[config.mk]
export PLATFORM = sky130hd
export DESIGN_NAME = nearest_color_pixel_search
export DESIGN_NICKNAME = d
export VERILOG_FILES = /design/src/design/ncps_pkg.sv /design/src/design/ncps_front.sv /design/src/design/ncps_queue.sv /design/src/design/ncps_back.sv /design/src/design/nearest_color_pixel_search.sv
export SDC_FILE = /design/constraint.sdc
export NUM_CORES = 1
export LEC_CHECK = 0
export BUFFER_PORTS_ARGS = -buffer_cell sky130_fd_sc_hd__buf_2
export CAP_MARGIN = 20
export CORE_ASPECT_RATIO = 2
export CORE_UTILIZATION = 40
export DETAILED_ROUTE_END_ITERATION = 10
export GPL_ROUTABILITY_DRIVEN = 0
export HOLD_SLACK_MARGIN = 0.06
export PLACE_DENSITY_LB_ADDON = 0.05
export SLEW_MARGIN = 5
export SYNTH_ARGS = -nofsm -noshare
export SYNTH_HDL_FRONTEND = slang
export SYNTH_SLANG_ARGS = --single-unit
[constraint.sdc]
create_clock -name clk -period 7.7 [get_ports clk]
set_input_delay 1.54 -clock clk [delete_from_list [all_inputs] [get_ports clk]]
set_output_delay 1.54 -clock clk [all_outputs]
set_load 0.02 [all_outputs]
[src/design/ncps_pkg.sv]
// Shared types and constants for the nearest color pixel search block.
package ncps_pkg;

    localparam int CHAN_W      = 8;
    localparam int COORD_W     = 8;
    localparam int DIST_W      = 17;
    localparam int CFG_IDX_W   = 2;
    localparam int QUEUE_DEPTH = 4;
    localparam int RES_DEPTH   = 2;

    localparam logic [DIST_W-1:0]  DIST_NONE     = '1;
    localparam logic [CHAN_W-1:0]  TOL_RESET     = 8'd15;

    typedef enum logic [CFG_IDX_W-1:0] {
        CFG_TARGET_RED   = 2'd0,
        CFG_TARGET_GREEN = 2'd1,
        CFG_TARGET_BLUE  = 2'd2,
        CFG_TOLERANCE    = 2'd3
    } cfg_index_t;

    typedef struct packed {
        logic [CHAN_W-1:0] red;
        logic [CHAN_W-1:0] green;
        logic [CHAN_W-1:0] blue;
        logic [CHAN_W-1:0] tol;
    } color_cfg_t;

    // One classified pixel handed from the front to the back.
    typedef struct packed {
        logic               hit;
        logic [DIST_W-1:0]  dist_sq;
        logic [COORD_W-1:0] col;
        logic [COORD_W-1:0] row;
        logic               last;
    } pix_item_t;

    typedef struct packed {
        logic               found;
        logic [COORD_W-1:0] col;
        logic [COORD_W-1:0] row;
        logic [DIST_W-1:0]  dist_sq;
    } search_result_t;

endpackage

[src/design/ncps_front.sv]
// Front end: color match test and squared distance to the center, two stages.
module ncps_front (
    input  logic                                  clk,
    input  logic                                  rst_n,
    input  ncps_pkg::color_cfg_t                  cfg,
    input  logic                                  in_valid,
    output logic                                  in_ready,
    input  logic [ncps_pkg::CHAN_W-1:0]           pixel_red,
    input  logic [ncps_pkg::CHAN_W-1:0]           pixel_green,
    input  logic [ncps_pkg::CHAN_W-1:0]           pixel_blue,
    input  logic [ncps_pkg::COORD_W-1:0]          pixel_col,
    input  logic [ncps_pkg::COORD_W-1:0]          pixel_row,
    input  logic [ncps_pkg::COORD_W-1:0]          center_col,
    input  logic [ncps_pkg::COORD_W-1:0]          center_row,
    input  logic                                  frame_end,
    output logic                                  out_valid,
    input  logic                                  out_ready,
    output ncps_pkg::pix_item_t                   out_item
);

    function automatic logic [7:0] abs_diff(input logic [7:0] a, input logic [7:0] b);
        return (a >= b) ? (a - b) : (b - a);
    endfunction

    // stage 1: channel compare and coordinate offsets
    logic                             s1_valid_reg, s1_valid_next;
    logic                             s1_hit_reg;
    logic [ncps_pkg::COORD_W-1:0]     s1_dx_reg, s1_dy_reg;
    logic [ncps_pkg::COORD_W-1:0]     s1_col_reg, s1_row_reg;
    logic                             s1_last_reg;
    // stage 2: squared distance
    logic                             s2_valid_reg, s2_valid_next;
    ncps_pkg::pix_item_t              s2_item_reg;

    logic                             s1_free, s2_free;
    logic                             hit;
    logic [15:0]                      dx_sq, dy_sq;

    assign s2_free  = !s2_valid_reg || out_ready;
    assign s1_free  = !s1_valid_reg || s2_free;
    assign in_ready = s1_free;

    assign hit = (abs_diff(pixel_red,   cfg.red)   <= cfg.tol) &&
                 (abs_diff(pixel_green, cfg.green) <= cfg.tol) &&
                 (abs_diff(pixel_blue,  cfg.blue)  <= cfg.tol);

    assign dx_sq = 16'(s1_dx_reg) * 16'(s1_dx_reg);
    assign dy_sq = 16'(s1_dy_reg) * 16'(s1_dy_reg);

    always_comb
    begin
        s1_valid_next = s1_free ? in_valid : s1_valid_reg;
        s2_valid_next = s2_free ? s1_valid_reg : s2_valid_reg;
    end

    always_ff @(posedge clk or negedge rst_n)
    begin
        if (!rst_n)
        begin
            s1_valid_reg <= 1'b0;
            s2_valid_reg <= 1'b0;
        end
        else
        begin
            s1_valid_reg <= s1_valid_next;
            s2_valid_reg <= s2_valid_next;
        end
    end

    always_ff @(posedge clk)
    begin
        if (s1_free && in_valid)
        begin
            s1_hit_reg  <= hit;
            s1_dx_reg   <= abs_diff(pixel_col, center_col);
            s1_dy_reg   <= abs_diff(pixel_row, center_row);
            s1_col_reg  <= pixel_col;
            s1_row_reg  <= pixel_row;
            s1_last_reg <= frame_end;
        end
        if (s2_free && s1_valid_reg)
        begin
            s2_item_reg.hit     <= s1_hit_reg;
            s2_item_reg.dist_sq <= 17'(dx_sq) + 17'(dy_sq);
            s2_item_reg.col     <= s1_col_reg;
            s2_item_reg.row     <= s1_row_reg;
            s2_item_reg.last    <= s1_last_reg;
        end
    end

    assign out_valid = s2_valid_reg;
    assign out_item  = s2_item_reg;

endmodule

[src/design/ncps_queue.sv]
// Short FIFO of classified pixels between the front and the back.
module ncps_queue (
    input  logic                 clk,
    input  logic                 rst_n,
    input  logic                 in_valid,
    output logic                 in_ready,
    input  ncps_pkg::pix_item_t  in_item,
    output logic                 out_valid,
    input  logic                 out_ready,
    output ncps_pkg::pix_item_t  out_item
);

    localparam int PTR_W = $clog2(ncps_pkg::QUEUE_DEPTH);
    localparam int CNT_W = $clog2(ncps_pkg::QUEUE_DEPTH + 1);

    ncps_pkg::pix_item_t     entry_reg [ncps_pkg::QUEUE_DEPTH];
    logic [PTR_W-1:0]        wr_ptr_reg, wr_ptr_next;
    logic [PTR_W-1:0]        rd_ptr_reg, rd_ptr_next;
    logic [CNT_W-1:0]        count_reg, count_next;
    logic                    push, pop;

    assign in_ready  = (count_reg != CNT_W'(ncps_pkg::QUEUE_DEPTH));
    assign out_valid = (count_reg != '0);
    assign push      = in_valid && in_ready;
    assign pop       = out_valid && out_ready;
    assign out_item  = entry_reg[rd_ptr_reg];

    always_comb
    begin
        wr_ptr_next = push ? wr_ptr_reg + 1'b1 : wr_ptr_reg;
        rd_ptr_next = pop  ? rd_ptr_reg + 1'b1 : rd_ptr_reg;
        count_next  = count_reg + CNT_W'(push) - CNT_W'(pop);
    end

    always_ff @(posedge clk or negedge rst_n)
    begin
        if (!rst_n)
        begin
            wr_ptr_reg <= '0;
            rd_ptr_reg <= '0;
            count_reg  <= '0;
        end
        else
        begin
            wr_ptr_reg <= wr_ptr_next;
            rd_ptr_reg <= rd_ptr_next;
            count_reg  <= count_next;
        end
    end

    always_ff @(posedge clk)
    begin
        if (push)
        begin
            entry_reg[wr_ptr_reg] <= in_item;
        end
    end

endmodule

[src/design/ncps_back.sv]
// Back end: nearest-match tracking and a small result buffer.
module ncps_back (
    input  logic                                 clk,
    input  logic                                 rst_n,
    input  logic                                 in_valid,
    output logic                                 in_ready,
    input  ncps_pkg::pix_item_t                  in_item,
    output logic                                 res_valid,
    input  logic                                 res_ready,
    output ncps_pkg::search_result_t             res_data
);

    localparam int RPTR_W = $clog2(ncps_pkg::RES_DEPTH);
    localparam int RCNT_W = $clog2(ncps_pkg::RES_DEPTH + 1);

    logic [ncps_pkg::COORD_W-1:0]  best_col_reg, best_col_next;
    logic [ncps_pkg::COORD_W-1:0]  best_row_reg, best_row_next;
    logic [ncps_pkg::DIST_W-1:0]   best_dist_reg, best_dist_next;
    logic                          any_match_reg, any_match_next;

    ncps_pkg::search_result_t      res_reg [ncps_pkg::RES_DEPTH];
    logic [RPTR_W-1:0]             res_wr_reg, res_wr_next;
    logic [RPTR_W-1:0]             res_rd_reg, res_rd_next;
    logic [RCNT_W-1:0]             res_cnt_reg, res_cnt_next;

    logic                          res_full, take, better, res_push, res_pop;
    ncps_pkg::search_result_t      new_res;

    assign res_full  = (res_cnt_reg == RCNT_W'(ncps_pkg::RES_DEPTH));
    // A frame's last pixel needs room in the result buffer; others never stall.
    assign in_ready  = !in_item.last || !res_full;
    assign take      = in_valid && in_ready;
    assign better    = in_item.hit && (in_item.dist_sq < best_dist_reg);
    assign res_push  = take && in_item.last;
    assign res_valid = (res_cnt_reg != '0);
    assign res_pop   = res_valid && res_ready;
    assign res_data  = res_reg[res_rd_reg];

    always_comb
    begin
        new_res.found   = any_match_reg || better;
        new_res.col     = better ? in_item.col     : best_col_reg;
        new_res.row     = better ? in_item.row     : best_row_reg;
        new_res.dist_sq = better ? in_item.dist_sq : best_dist_reg;

        best_col_next  = best_col_reg;
        best_row_next  = best_row_reg;
        best_dist_next = best_dist_reg;
        any_match_next = any_match_reg;
        if (take)
        begin
            if (in_item.last)
            begin
                best_col_next  = '0;
                best_row_next  = '0;
                best_dist_next = ncps_pkg::DIST_NONE;
                any_match_next = 1'b0;
            end
            else
            begin
                best_col_next  = new_res.col;
                best_row_next  = new_res.row;
                best_dist_next = new_res.dist_sq;
                any_match_next = new_res.found;
            end
        end

        res_wr_next  = res_push ? res_wr_reg + 1'b1 : res_wr_reg;
        res_rd_next  = res_pop  ? res_rd_reg + 1'b1 : res_rd_reg;
        res_cnt_next = res_cnt_reg + RCNT_W'(res_push) - RCNT_W'(res_pop);
    end

    always_ff @(posedge clk or negedge rst_n)
    begin
        if (!rst_n)
        begin
            best_col_reg  <= '0;
            best_row_reg  <= '0;
            best_dist_reg <= ncps_pkg::DIST_NONE;
            any_match_reg <= 1'b0;
            res_wr_reg    <= '0;
            res_rd_reg    <= '0;
            res_cnt_reg   <= '0;
        end
        else
        begin
            best_col_reg  <= best_col_next;
            best_row_reg  <= best_row_next;
            best_dist_reg <= best_dist_next;
            any_match_reg <= any_match_next;
            res_wr_reg    <= res_wr_next;
            res_rd_reg    <= res_rd_next;
            res_cnt_reg   <= res_cnt_next;
        end
    end

    always_ff @(posedge clk)
    begin
        if (res_push)
        begin
            res_reg[res_wr_reg] <= new_res;
        end
    end

endmodule

[src/design/nearest_color_pixel_search.sv]
// Top level of the nearest color pixel search block.
//
// Pixels of a search window stream in on the slave side, one word per clock
// while s_axis_tready is high, in raster order; tlast marks the window's final
// pixel. A pixel matches when each of its red, green and blue values lies
// within match_tolerance of the target color. Among matching pixels the block
// keeps the one nearest (by squared distance) to the center point sent with
// each pixel; on a tie the earlier pixel wins. After the final pixel one word
// leaves on the master side: tuser is the found flag, tdata the winner's
// column, row and squared distance (column 0, row 0 and distance 131071 when
// nothing matched). Throughput is one pixel per clock unless a final pixel
// waits on a full result buffer long enough to fill the pixel queue. With
// empty queues the final pixel's accepting edge loads the channel compare
// stage, then come the squaring stage, the four-word pixel queue, and the
// tracking stage that writes the result word into a two-word result buffer.
// Only a final pixel ever waits in the back end, and only while both result
// buffer slots are full; the queue lets the front keep accepting until it fills.
// Write configuration only while the block is idle.
module nearest_color_pixel_search (
    input  logic                                 clk,
    input  logic                                 rst_n,
    // configuration write port
    input  logic                                 cfg_we,
    input  logic [ncps_pkg::CFG_IDX_W-1:0]       cfg_index,
    input  logic [ncps_pkg::CHAN_W-1:0]          cfg_wdata,
    // pixel stream
    input  logic                                 s_axis_tvalid,
    output logic                                 s_axis_tready,
    // [7:0] pixel_red, [15:8] pixel_green, [23:16] pixel_blue,
    // [31:24] pixel_col, [39:32] pixel_row, [47:40] center_col, [55:48] center_row
    input  logic [55:0]                          s_axis_tdata,
    input  logic                                 s_axis_tlast,  // frame_end
    // result stream
    output logic                                 m_axis_tvalid,
    input  logic                                 m_axis_tready,
    // [7:0] match_col, [15:8] match_row, [32:16] match_dist_sq, [39:33] zero
    output logic [39:0]                          m_axis_tdata,
    output logic                                 m_axis_tuser   // match_found
);

    ncps_pkg::color_cfg_t       cfg_reg, cfg_next;
    logic                       fq_valid, fq_ready;
    ncps_pkg::pix_item_t        fq_item;
    logic                       qb_valid, qb_ready;
    ncps_pkg::pix_item_t        qb_item;
    ncps_pkg::search_result_t   result;

    // Register writes: the index decodes onto one of the four color settings.
    always_comb
    begin
        cfg_next = cfg_reg;
        if (cfg_we)
        begin
            unique case (ncps_pkg::cfg_index_t'(cfg_index))
                ncps_pkg::CFG_TARGET_RED:   cfg_next.red   = cfg_wdata;
                ncps_pkg::CFG_TARGET_GREEN: cfg_next.green = cfg_wdata;
                ncps_pkg::CFG_TARGET_BLUE:  cfg_next.blue  = cfg_wdata;
                ncps_pkg::CFG_TOLERANCE:    cfg_next.tol   = cfg_wdata;
            endcase
        end
    end

    always_ff @(posedge clk or negedge rst_n)
    begin
        if (!rst_n)
        begin
            cfg_reg.red   <= '0;
            cfg_reg.green <= '0;
            cfg_reg.blue  <= '0;
            cfg_reg.tol   <= ncps_pkg::TOL_RESET;
        end
        else
        begin
            cfg_reg <= cfg_next;
        end
    end

    // Front: classify each pixel and compute its squared distance.
    ncps_front u_front (
        .clk         (clk),
        .rst_n       (rst_n),
        .cfg         (cfg_reg),
        .in_valid    (s_axis_tvalid),
        .in_ready    (s_axis_tready),
        .pixel_red   (s_axis_tdata[7:0]),
        .pixel_green (s_axis_tdata[15:8]),
        .pixel_blue  (s_axis_tdata[23:16]),
        .pixel_col   (s_axis_tdata[31:24]),
        .pixel_row   (s_axis_tdata[39:32]),
        .center_col  (s_axis_tdata[47:40]),
        .center_row  (s_axis_tdata[55:48]),
        .frame_end   (s_axis_tlast),
        .out_valid   (fq_valid),
        .out_ready   (fq_ready),
        .out_item    (fq_item)
    );

    // Queue: decouple the front from a back end stalled on a full result buffer.
    ncps_queue u_queue (
        .clk       (clk),
        .rst_n     (rst_n),
        .in_valid  (fq_valid),
        .in_ready  (fq_ready),
        .in_item   (fq_item),
        .out_valid (qb_valid),
        .out_ready (qb_ready),
        .out_item  (qb_item)
    );

    // Back: track the nearest match, emit and clear at the end of each window.
    ncps_back u_back (
        .clk       (clk),
        .rst_n     (rst_n),
        .in_valid  (qb_valid),
        .in_ready  (qb_ready),
        .in_item   (qb_item),
        .res_valid (m_axis_tvalid),
        .res_ready (m_axis_tready),
        .res_data  (result)
    );

    assign m_axis_tdata = {7'd0, result.dist_sq, result.row, result.col};
    assign m_axis_tuser = result.found;

endmodule
# [Yosys cells after proc, flatten, opt, wreduce, memory -nomap -nowiden]
# Memory sizes are Yosys's and may differ from the RTL's.
# Cells that the tools add are included.
[totals] register_bits=148 latch_bits=0 ramBits=208 mem_bits_ro=0 in_bits=72 out_inout_bits=43 wordCells=104 mem_count=2
[op_classes] add_sub_neg=19 n_mul=2 div_mod_pow=0 n_lt_le_gt_ge=9 n_eq_ne=5 shifts=0 muxes=16 bitwise=0 n_reduce_logical=24
[mem_list] name="u_queue.entry_reg" words=4 word_bits=35 read_ports=1 rd_clocked_by_memory_dff=0 wr=1 line="ncps_queue.sv:16" source="ncps_pkg::pix_item_t entry_reg [ncps_pkg::QUEUE_DEPTH];"
[mem_list] name="u_back.res_reg" words=2 word_bits=34 read_ports=1 rd_clocked_by_memory_dff=0 wr=1 line="ncps_back.sv:21" source="ncps_pkg::search_result_t res_reg [ncps_pkg::RES_DEPTH];"
[ops] cell="8-bit subtractor" count=10
[ops] cell="8-bit two-way mux" count=9
[ops] cell="8-bit >= comparator" count=5
[ops] cell="17-bit two-way mux" count=2
[ops] cell="8-bit by 8-bit multiplier with 16-bit output" count=2
[ops] cell="8-bit <= comparator" count=3
[ops] cell="16-bit by 16-bit adder with 17-bit output" count=1
[ops] cell="17-bit < comparator" count=1
[ops] cell="1-bit logical AND" count=9
[ops] cell="2-bit AND reduction" count=4
[ops] cell="2-bit == test, second input constant" count=3
[ops] cell="1-bit two-way mux" count=5
[ops] cell="2-bit by 1-bit adder with 2-bit output, second input constant" count=2
[ops] cell="1-bit logical NOT" count=4
[ops] cell="1-bit logical OR" count=4
[ops] cell="3-bit by 1-bit adder with 3-bit output" count=1
[ops] cell="3-bit inequality test, second input constant" count=1
[ops] cell="3-bit nonzero test" count=1
[ops] cell="3-bit by 1-bit subtractor with 3-bit output" count=1
[ops] cell="1-bit adder, second input constant" count=2
[ops] cell="2-bit by 1-bit adder with 2-bit output" count=1
[ops] cell="2-bit by 1-bit == test with 1-bit output, second input constant" count=1
[ops] cell="2-bit logical NOT" count=1
[ops] cell="2-bit nonzero test" count=1
[ops] cell="2-bit by 1-bit subtractor with 2-bit output" count=1

# [Longest topological paths before layout]
# Gate-level depths: netlist of the first run.
[logic_depth] depth_word=7 depth_mapped=20 depth_no_buf=20

# [Cells and area by module]
# A second synthesis of the first run with hierarchy kept.
[unflattened] hier_cells=1613 hier_area_um2=21155.3
[by_module_without_submodules] mod="ncps_front" instances=1 cells_per_inst=936 area_per_inst_um2=9405.3 seq_area_each_um2=2122.0
[by_module_without_submodules] mod="ncps_queue" instances=1 cells_per_inst=224 area_per_inst_um2=5575.3 seq_area_each_um2=4379.2
[by_module_without_submodules] mod="ncps_back" instances=1 cells_per_inst=377 area_per_inst_um2=4901.0 seq_area_each_um2=3014.1
[by_module_without_submodules] mod="nearest_color_pixel_search" instances=1 cells_per_inst=76 area_per_inst_um2=1273.7 seq_area_each_um2=805.8

# [Worst setup path before layout of the first run]
# No wires, ideal clock.
[synth_path] kind="register to register" start="register u_front.s1_dx_reg[3] (netlist bit)" end="register u_front.s2_item_reg, in the netlist u_front.out_item[33] (data pin)" setup_time_ns=0.259 arrival_time_ns=5.170 required_time_ns=7.441 path_slack_ns=2.271 stages_incl_launch_ff=19 path_buffers=1 synth_period_minus_slack_ns=5.429 cell_sequence="edfxtp_1 -> clkbuf_1 -> and2_1 -> fa_1 -> inv_1 -> fa_1 -> inv_1 -> fa_1 -> fa_1 -> fa_1 -> inv_1 -> fa_1 -> inv_1 -> ha_1 -> nand2_1 -> or3_1 -> o211ai_1 -> nand3_1 -> a211o_1"
[synth_between] elab_chain_cells=2
[synth_rtl] element="from (decl)" line="ncps_front.sv:28" source="logic [ncps_pkg::COORD_W-1:0] s1_dx_reg, s1_dy_reg;"
[synth_rtl] element="from (signal assigned)" line="ncps_front.sv:75" source="s1_dx_reg <= abs_diff(pixel_col, center_col);"
[synth_rtl] element="8-bit by 8-bit multiplier with 16-bit output" line="ncps_front.sv:47" source="assign dx_sq = 16'(s1_dx_reg) * 16'(s1_dx_reg);"
[synth_rtl] element="16-bit by 16-bit adder with 17-bit output" line="ncps_front.sv:84" source="s2_item_reg.dist_sq <= 17'(dx_sq) + 17'(dy_sq);"
[synth_rtl] element="to (decl)" line="ncps_front.sv:33" source="ncps_pkg::pix_item_t s2_item_reg;"
# Every way passes these cells.
# A chain may end at the register's enable or synchronous reset.

# [Worst setup path in the final report of the first run]
# Ends and elaborated chain as after synthesis.

==> results of run 1 <==
-- per-stage QoR --
stage / area, µm² / hold WS, ns / std cells / utilization
2_1_floorplan: 21000 / 0.400 / 1605 / -
3_3_place_gp: 22200 / 0.404 / 2330 / 0.428
3_5_place_dp: 22200 / 0.405 / 2330 / 0.428
4_1_cts: 23200 / 0.421 / 2392 / 0.448
5_1_grt: 23200 / 0.425 / 2392 / 0.448
6_report: 23200 / 0.422 / 2392 / 0.448
-- worst max-delay path, delay by kind of cell, from the launching register on --
family	cells	cell delay, ns
adder cells (fa/ha/maj)	7	3.40
AND/OR/NAND/NOR	4	0.85
buffers and inverters	4	0.20
flip-flops	1	0.51
AO/OA/AOI/OAI	2	0.56
-- cells by family after synthesis --
kind of cell    count (synthesis)  synth area share
fa+ha+maj                     264             0.189
mux                           160             0.106
simple gates                  273            0.0670
xor+xnor                       47            0.0196
buf+inv                       273            0.0535
flops                         356             0.492
other cells                     1          0.000179
compound gates                225            0.0734
-- metal layers --
| metal | wire length (µm) | share of wire | GRT usage |
|---|---|---|---|
| met1 | 15400 | 0.34 | 0.164 |
| met2 | 27200 | 0.60 | 0.374 |
| met3 | 1110 | 0.024 | 0.0192 |
| met4 | 2010 | 0.044 | 0.0819 |
| met5 | 0 | 0 | 0 |
-- path summary, 6_finish.rpt --
check	from	endpoint	cells past startpoint
setup / recovery	u_front.s1_dx_reg[3]	u_front.out_item[33]	17
hold / removal	u_front.s1_col_reg[0]	u_front.out_item[9]	0
setup reg to reg	u_front.s1_dx_reg[3]	u_front.out_item[33]	17
hold reg to reg	u_front.s1_col_reg[0]	u_front.out_item[9]	0
max in group asynchronous	rst_n	u_queue.rd_ptr_reg[0]	2
min in group asynchronous	rst_n	cfg_reg[28]	1
-- cell usage in the layout (no fill, tap or decap), drive strengths merged, types with 44 or more instances in the layout --
cell      n
a21oi    47
and2     44
buf     118
clkbuf   47
dfrtp    58
edfxtp  277
fa       87
ha      177
inv     221
mux2     95
nand2    60
nor2     54
o21ai    49
-- Yosys cell counts, drive strengths merged, types with 7 or more instances --
cell type  number  area, µm²
a21o           26        196
a21oi          47        235
a22o           16        140
a2bb2oi        18        158
a31oi          12       90.1
and2           44        275
and3           16        100
buf            26        196
clkbuf         27        101
dfrtp          58       1450
dfstp          21        552
edfxtp        277       8320
fa             87       1740
ha            177       2210
inv           220        826
mux2           95       1140
mux2i          31        310
mux4           34        766
nand2          60        233
nand2b          8       50.1
nand3          16       85.1
nand4           7       43.8
nor2           54        203
nor2b          25        156
nor3           19       95.1
o211ai          8       60.1
o21a           14        105
o21ai          49        249
xnor2          20        175
xor2           27        236
-- layout make-up --
class / instances / area (µm²)
Clock inverter: 15 / 108
Sequential cell: 356 / 10300
Tap cell: 660 / 826
Fill cell: 4785 / 28600
Timing Repair Buffer: 118 / 621
Clock buffer: 47 / 961
Inverter: 220 / 826
Multi-Input combinational cell: 976 / 9580
==> run_summary.xml, run 1 <==
<?xml version="1.0" encoding="UTF-8"?>
<metrics>
  <group name="global_route">
    <metric name="grt_antenna_before_repair" unit="">0</metric>
    <metric name="grt_first_pass_wirelength" unit="µm">72200</metric>
    <metric name="grt.overflow.total" unit="">0</metric>
    <metric name="grt_start_max_net_pins" unit="">41</metric>
    <metric name="global_route.usage.total" unit="">0.179</metric>
    <metric name="via_count_of_the_first_global_routing_pass" unit="">13351</metric>
  </group>
  <group name="setup_path">
    <metric name="timing.critical_path.arrival" unit="ns">6.06</metric>
    <metric name="setup.worst_path.end_class" unit="">flop</metric>
    <metric name="max_stage_delay" unit="ns">0.55</metric>
    <metric name="setup_cp_type" unit="">reg2reg</metric>
    <metric name="cp_max_fo" unit="">10</metric>
    <metric name="timing.critical_path.mode_cell" unit="">fa_1</metric>
    <metric name="ff2ff_setup_slack" unit="ns">1.92</metric>
    <metric name="worst_endpoint_required_time" unit="ns">7.97</metric>
    <metric name="crit_path_cell_trace" unit="">and2_1, fa_1, inv_1, fa_1, inv_1, fa_1, fa_1, fa_1, inv_1, fa_1, inv_1, ha_1, nand2_1, or3_1, o211ai_1, nand3_1, a211o_1</metric>
    <metric name="cp_slowest_cell" unit="">fa_1</metric>
    <metric name="setup.worst_path.start_class" unit="">flop</metric>
  </group>
  <group name="floorplan">
    <metric name="initial_core_util" unit="">0.405</metric>
    <metric name="pin_count" unit="">115</metric>
    <metric name="std_cell_rows" unit="">118</metric>
    <metric name="die_x" unit="µm">164</metric>
    <metric name="fp.dieArea" unit="µm²">53400</metric>
    <metric name="dieHeight" unit="µm">326</metric>
    <metric name="fp.coreArea" unit="µm²">51800</metric>
  </group>
  <group name="clocking">
    <metric name="clock_sink_count" unit="">356</metric>
    <metric name="cts_max_level" unit="">2</metric>
    <metric name="worstSkewPairLatency" unit="ns">0.55</metric>
    <metric name="post_cts.repair.setup_buffers" unit="">0</metric>
    <metric name="cts_made_buffers" unit="">34</metric>
    <metric name="holdBufCountCts" unit="">0</metric>
    <metric name="tritoncts_clock_tree" unit="">done</metric>
    <metric name="postCtsResizedCells" unit="">0</metric>
    <metric name="cts-root-buf" unit="">clkbuf_16</metric>
    <metric name="number_of_buffers_on_the_longest_clock_path" unit="">3</metric>
    <metric name="clock_transition_at_the_registers_of_the_reported_paths" unit="ns">0.07</metric>
  </group>
  <group name="route">
    <metric name="route.vias.total" unit="">12112</metric>
    <metric name="vias_per_cell" unit="">5.06</metric>
    <metric name="wire_per_inst" unit="µm">19.1</metric>
    <metric name="firstDrtPassIters" unit="">5</metric>
    <metric name="detail_route.wirelength" unit="µm">45700</metric>
    <metric name="first_iter_violations" unit="">484</metric>
    <metric name="detail_route.drc_violations" unit="">0</metric>
    <metric name="drt.antenna.violating_nets" unit="">0</metric>
  </group>
  <group name="job">
    <metric name="cap_violations" unit="">0</metric>
  </group>
  <group name="timing">
    <metric name="final_period_minus_worst_setup_slack" unit="ns">5.78</metric>
    <metric name="final_worst_path_period_share" unit="">0.751</metric>
    <metric name="timing_max_transition_violations_final" unit="">0</metric>
    <metric name="rsz0062_at_grt" unit="">false</metric>
    <metric name="slew-limit-headroom" unit="">0.302</metric>
    <metric name="timing.final.setup_violations" unit="">0</metric>
    <metric name="fin_setup_tns" unit="ns">0</metric>
    <metric name="clock.fmax" unit="GHz">0.173</metric>
    <metric name="hold_viol_final" unit="">0</metric>
    <metric name="post-route-worst-setup-slack" unit="ns">1.92</metric>
    <metric name="worst_clk_skew" unit="ns">0.0279</metric>
    <metric name="worst_slew_pin_slew" unit="ns">1.05</metric>
  </group>
  <group name="place">
    <metric name="portBuffers" unit="">107</metric>
    <metric name="detailed_place_hpwl" unit="µm">35900</metric>
    <metric name="pre_cts_setup_slack" unit="ns">1.87</metric>
  </group>
  <group name="synthesis">
    <metric name="synth-seq-area-share" unit="">0.492</metric>
    <metric name="synth-warning-count" unit="">0</metric>
    <metric name="register_bit_total_from_synthesis" unit="">356</metric>
    <metric name="syn-cell-area" unit="µm²">21000</metric>
    <metric name="synth.avg_cell_area" unit="µm²">13.1</metric>
    <metric name="synth-async-reset-ratio" unit="">0.222</metric>
    <metric name="number_of_flops_mapped_to_enable_cells_by_yosys" unit="">277</metric>
    <metric name="ys_dominant_reg_cell" unit="">edfxtp_1</metric>
    <metric name="yosysUniqueCellTypes" unit="">65</metric>
    <metric name="post_synth_inst_count" unit="">1599</metric>
  </group>
  <group name="finish">
    <metric name="drive_above_1_share" unit="">0.189</metric>
    <metric name="antenna_cells_inserted" unit="">0</metric>
    <metric name="final_nets" unit="">2042</metric>
    <metric name="area_delta_synth_final" unit="%">10.8</metric>
    <metric name="largest_register_ffs" unit="">140</metric>
  </group>
  <group name="hold_path">
    <metric name="timing.hold.worst.class" unit="">reg2reg</metric>
  </group>
  <group name="outcome">
    <metric name="run_status" unit="">finished, final reports clean</metric>
  </group>
</metrics>
Power of run 1 is left out: the tool's default activity adds up to more than one toggle a clock period on the data nets, which glitch-free logic cannot reach.
==> inputs of run 2 (changes only) <==
==> constraint.sdc (replaced) <==
create_clock -name clk -period 4.8 [get_ports clk]
set_input_delay 0.96 -clock clk [delete_from_list [all_inputs] [get_ports clk]]
set_output_delay 0.96 -clock clk [all_outputs]
set_load 0.02 [all_outputs]
==> run 2 against run 1 <==
The run now ends with setup timing left. Global-route usage barely moved. Critical path depth unchanged. Cell count increased by 3.2%. Core utilization up 1.7 points. Sequential share of layout area decreased by 1.7 points. Non-clock buffer count rose by 73. Clock skew decreased by 0.0036 ns. Hold slack worse by 0.0065 ns.
==> run_summary.xml, run 2 (synthesized netlist as in run 1, its figures left out) <==
<?xml version="1.0" encoding="UTF-8"?>
<metrics>
  <group name="outcome">
    <metric name="run_status" unit="">finished, violations left</metric>
    <metric name="failing_checks" unit="">setup timing</metric>
  </group>
  <group name="global_route">
    <metric name="grt_first_pass_wirelength" unit="µm">72600</metric>
    <metric name="grt_antenna_before_repair" unit="">2</metric>
    <metric name="grt.overflow.total" unit="">0</metric>
    <metric name="grt_start_max_net_pins" unit="">46</metric>
    <metric name="via_count_of_the_first_global_routing_pass" unit="">13597</metric>
    <metric name="global_route.usage.total" unit="">0.179</metric>
  </group>
  <group name="finish">
    <metric name="layout.cells.most_common_list" unit="">edfxtp_1, inv_1, ha_1</metric>
    <metric name="final_common_cell" unit="">edfxtp_1</metric>
    <metric name="largest_register_ffs" unit="">140</metric>
    <metric name="final_nets" unit="">2116</metric>
    <metric name="postLayoutCellArea" unit="µm²">24100</metric>
    <metric name="filler_cell_count" unit="">4716</metric>
    <metric name="drive_above_1_share" unit="">0.242</metric>
    <metric name="area_delta_synth_final" unit="%">15.1</metric>
  </group>
  <group name="setup_path">
    <metric name="timing.reg2reg.worst_path_depth" unit="">17</metric>
    <metric name="setup.worst_path.start_class" unit="">flop</metric>
    <metric name="timing.critical_path.arrival" unit="ns">5.75</metric>
    <metric name="worst_r2r_endpoint" unit="">u_front.out_item[33]</metric>
    <metric name="critical_path.reg2reg.startpoint" unit="">u_front.s1_dx_reg[2]</metric>
    <metric name="setup.worst_path.end_class" unit="">flop</metric>
    <metric name="worst_endpoint_required_time" unit="ns">5.08</metric>
    <metric name="max_stage_delay" unit="ns">0.56</metric>
    <metric name="cp_slowest_cell" unit="">fa_2</metric>
    <metric name="setup_cp_type" unit="">reg2reg</metric>
    <metric name="cp_max_fo" unit="">4</metric>
    <metric name="cp.buffers_inverters" unit="">4</metric>
    <metric name="path_delay_family" unit="">adder cells</metric>
    <metric name="ff2ff_setup_slack" unit="ns">-0.67</metric>
    <metric name="crit_path_cell_trace" unit="">and2_4, fa_1, inv_2, fa_2, inv_2, fa_1, fa_1, fa_1, inv_1, fa_1, inv_2, ha_4, nand2_2, or3_4, o211ai_1, nand3_1, a211o_1</metric>
    <metric name="timing.critical_path.mode_cell" unit="">fa_1</metric>
  </group>
  <group name="floorplan">
    <metric name="dieHeight" unit="µm">326</metric>
    <metric name="die_x" unit="µm">164</metric>
    <metric name="fp.coreArea" unit="µm²">51800</metric>
    <metric name="pin_count" unit="">115</metric>
    <metric name="fp.dieArea" unit="µm²">53400</metric>
    <metric name="std_cell_rows" unit="">118</metric>
    <metric name="initial_core_util" unit="">0.405</metric>
  </group>
  <group name="clocking">
    <metric name="cts-root-buf" unit="">clkbuf_16</metric>
    <metric name="cts_made_buffers" unit="">35</metric>
    <metric name="holdBufCountCts" unit="">0</metric>
    <metric name="number_of_buffers_on_the_longest_clock_path" unit="">3</metric>
    <metric name="clock_transition_at_the_registers_of_the_reported_paths" unit="ns">0.06</metric>
    <metric name="worstSkewPairLatency" unit="ns">0.54</metric>
    <metric name="tritoncts_clock_tree" unit="">done</metric>
    <metric name="cts_max_level" unit="">2</metric>
    <metric name="clock_sink_count" unit="">356</metric>
  </group>
  <group name="timing">
    <metric name="timing.final.setup_violations" unit="">9</metric>
    <metric name="worst_clk_skew" unit="ns">0.0243</metric>
    <metric name="hold_viol_final" unit="">0</metric>
    <metric name="timing_max_transition_violations_final" unit="">0</metric>
    <metric name="slew-limit-headroom" unit="">0.401</metric>
    <metric name="worst_slew_pin_slew" unit="ns">0.895</metric>
    <metric name="rsz0062_at_grt" unit="">true</metric>
    <metric name="clock.fmax" unit="GHz">0.183</metric>
    <metric name="whs" unit="ns">0.415</metric>
    <metric name="final_period_minus_worst_setup_slack" unit="ns">5.47</metric>
    <metric name="final_worst_path_period_share" unit="">1.14</metric>
    <metric name="post-route-worst-setup-slack" unit="ns">-0.671</metric>
  </group>
  <group name="route">
    <metric name="wire_per_inst" unit="µm">18.5</metric>
    <metric name="met2RoutedLength" unit="µm">27400</metric>
    <metric name="routedLengthMet1" unit="µm">15300</metric>
    <metric name="detail_route.drc_violations" unit="">0</metric>
    <metric name="vias_per_cell" unit="">5.00</metric>
    <metric name="first_iter_violations" unit="">401</metric>
    <metric name="drt.antenna.violating_nets" unit="">0</metric>
    <metric name="topRoutingLayerUsed" unit="">met5</metric>
    <metric name="detail_route.wirelength" unit="µm">45500</metric>
    <metric name="route.vias.total" unit="">12352</metric>
    <metric name="met3RoutedLength" unit="µm">1090</metric>
    <metric name="firstDrtPassIters" unit="">4</metric>
  </group>
  <group name="place">
    <metric name="detailed_place_hpwl" unit="µm">35900</metric>
    <metric name="pre_cts_setup_slack" unit="ns">-0.719</metric>
    <metric name="portBuffers" unit="">107</metric>
    <metric name="placement.cell_area" unit="µm²">22800</metric>
  </group>
  <group name="job">
    <metric name="cap_violations" unit="">0</metric>
  </group>
  <group name="hold_path">
    <metric name="timing.hold.worst.class" unit="">reg2reg</metric>
    <metric name="worst_hold_path.num_cells" unit="">0</metric>
    <metric name="worst_min_delay_path_endpoint" unit="">u_front.out_item[15]</metric>
    <metric name="hold_path.startpoint" unit="">u_front.s1_col_reg[6]</metric>
  </group>
</metrics>
[run 2: timing repair]
| item | 4_1_cts | 5_1_grt |
|---|---|---|
| setup buffers | 5 | 2 |
| pin swaps | 19 | 11 |
| gates resized for setup | 15 | 8 |
| setup endpoints to repair | 9 | 10 |
[run 2: layout make-up]
class	instances	area [µm²]	area share
clock inverter	23	300	0.0124
multi-input combinational	976	9740	0.404
antenna	1	2.50	0.000104
sequential	356	10300	0.428
timing repair buffer	191	1200	0.0499
clock buffer	41	918	0.0380
tap	660	826	0.0342
inverter	220	826	0.0342
[run 2: worst max-delay path by stage]
stage	from	to	slack, ns	cells past startpoint
after global placement	u_front.s1_dx_reg[2]	u_front.out_item[33]	-0.66	17
after global routing	u_front.s1_dx_reg[1]	u_front.out_item[33]	-0.86	17
after floorplan	u_front.s1_dx_reg[3]	u_front.out_item[33]	-0.49	18
final	u_front.s1_dx_reg[2]	u_front.out_item[33]	-0.67	17
after detailed placement	u_front.s1_dx_reg[5]	u_front.out_item[33]	-0.72	17
after CTS	u_front.s1_dx_reg[2]	u_front.out_item[33]	-0.68	17
[run 2: routing by layer]
| metal | track usage | up-vias |
|---|---|---|
| li1 | - | 5980 |
| met2 | 0.376 | 188 |
| met1 | 0.165 | 6105 |
| met4 | 0.0727 | 2 |
| met3 | 0.0206 | 77 |
| met5 | 0 | - |
[run 2: per-stage QoR]
stage | std cells | TNS (ns) | util
after floorplan | 1605 | -1.62 | -
final | 2468 | -3.43 | 0.466
after global routing | 2468 | -4.92 | 0.466
after detailed placement | 2396 | -4.21 | 0.439
after global placement | 2395 | -3.69 | 0.439
after CTS | 2465 | -3.38 | 0.464
Power of run 2 is left out for the same reason.
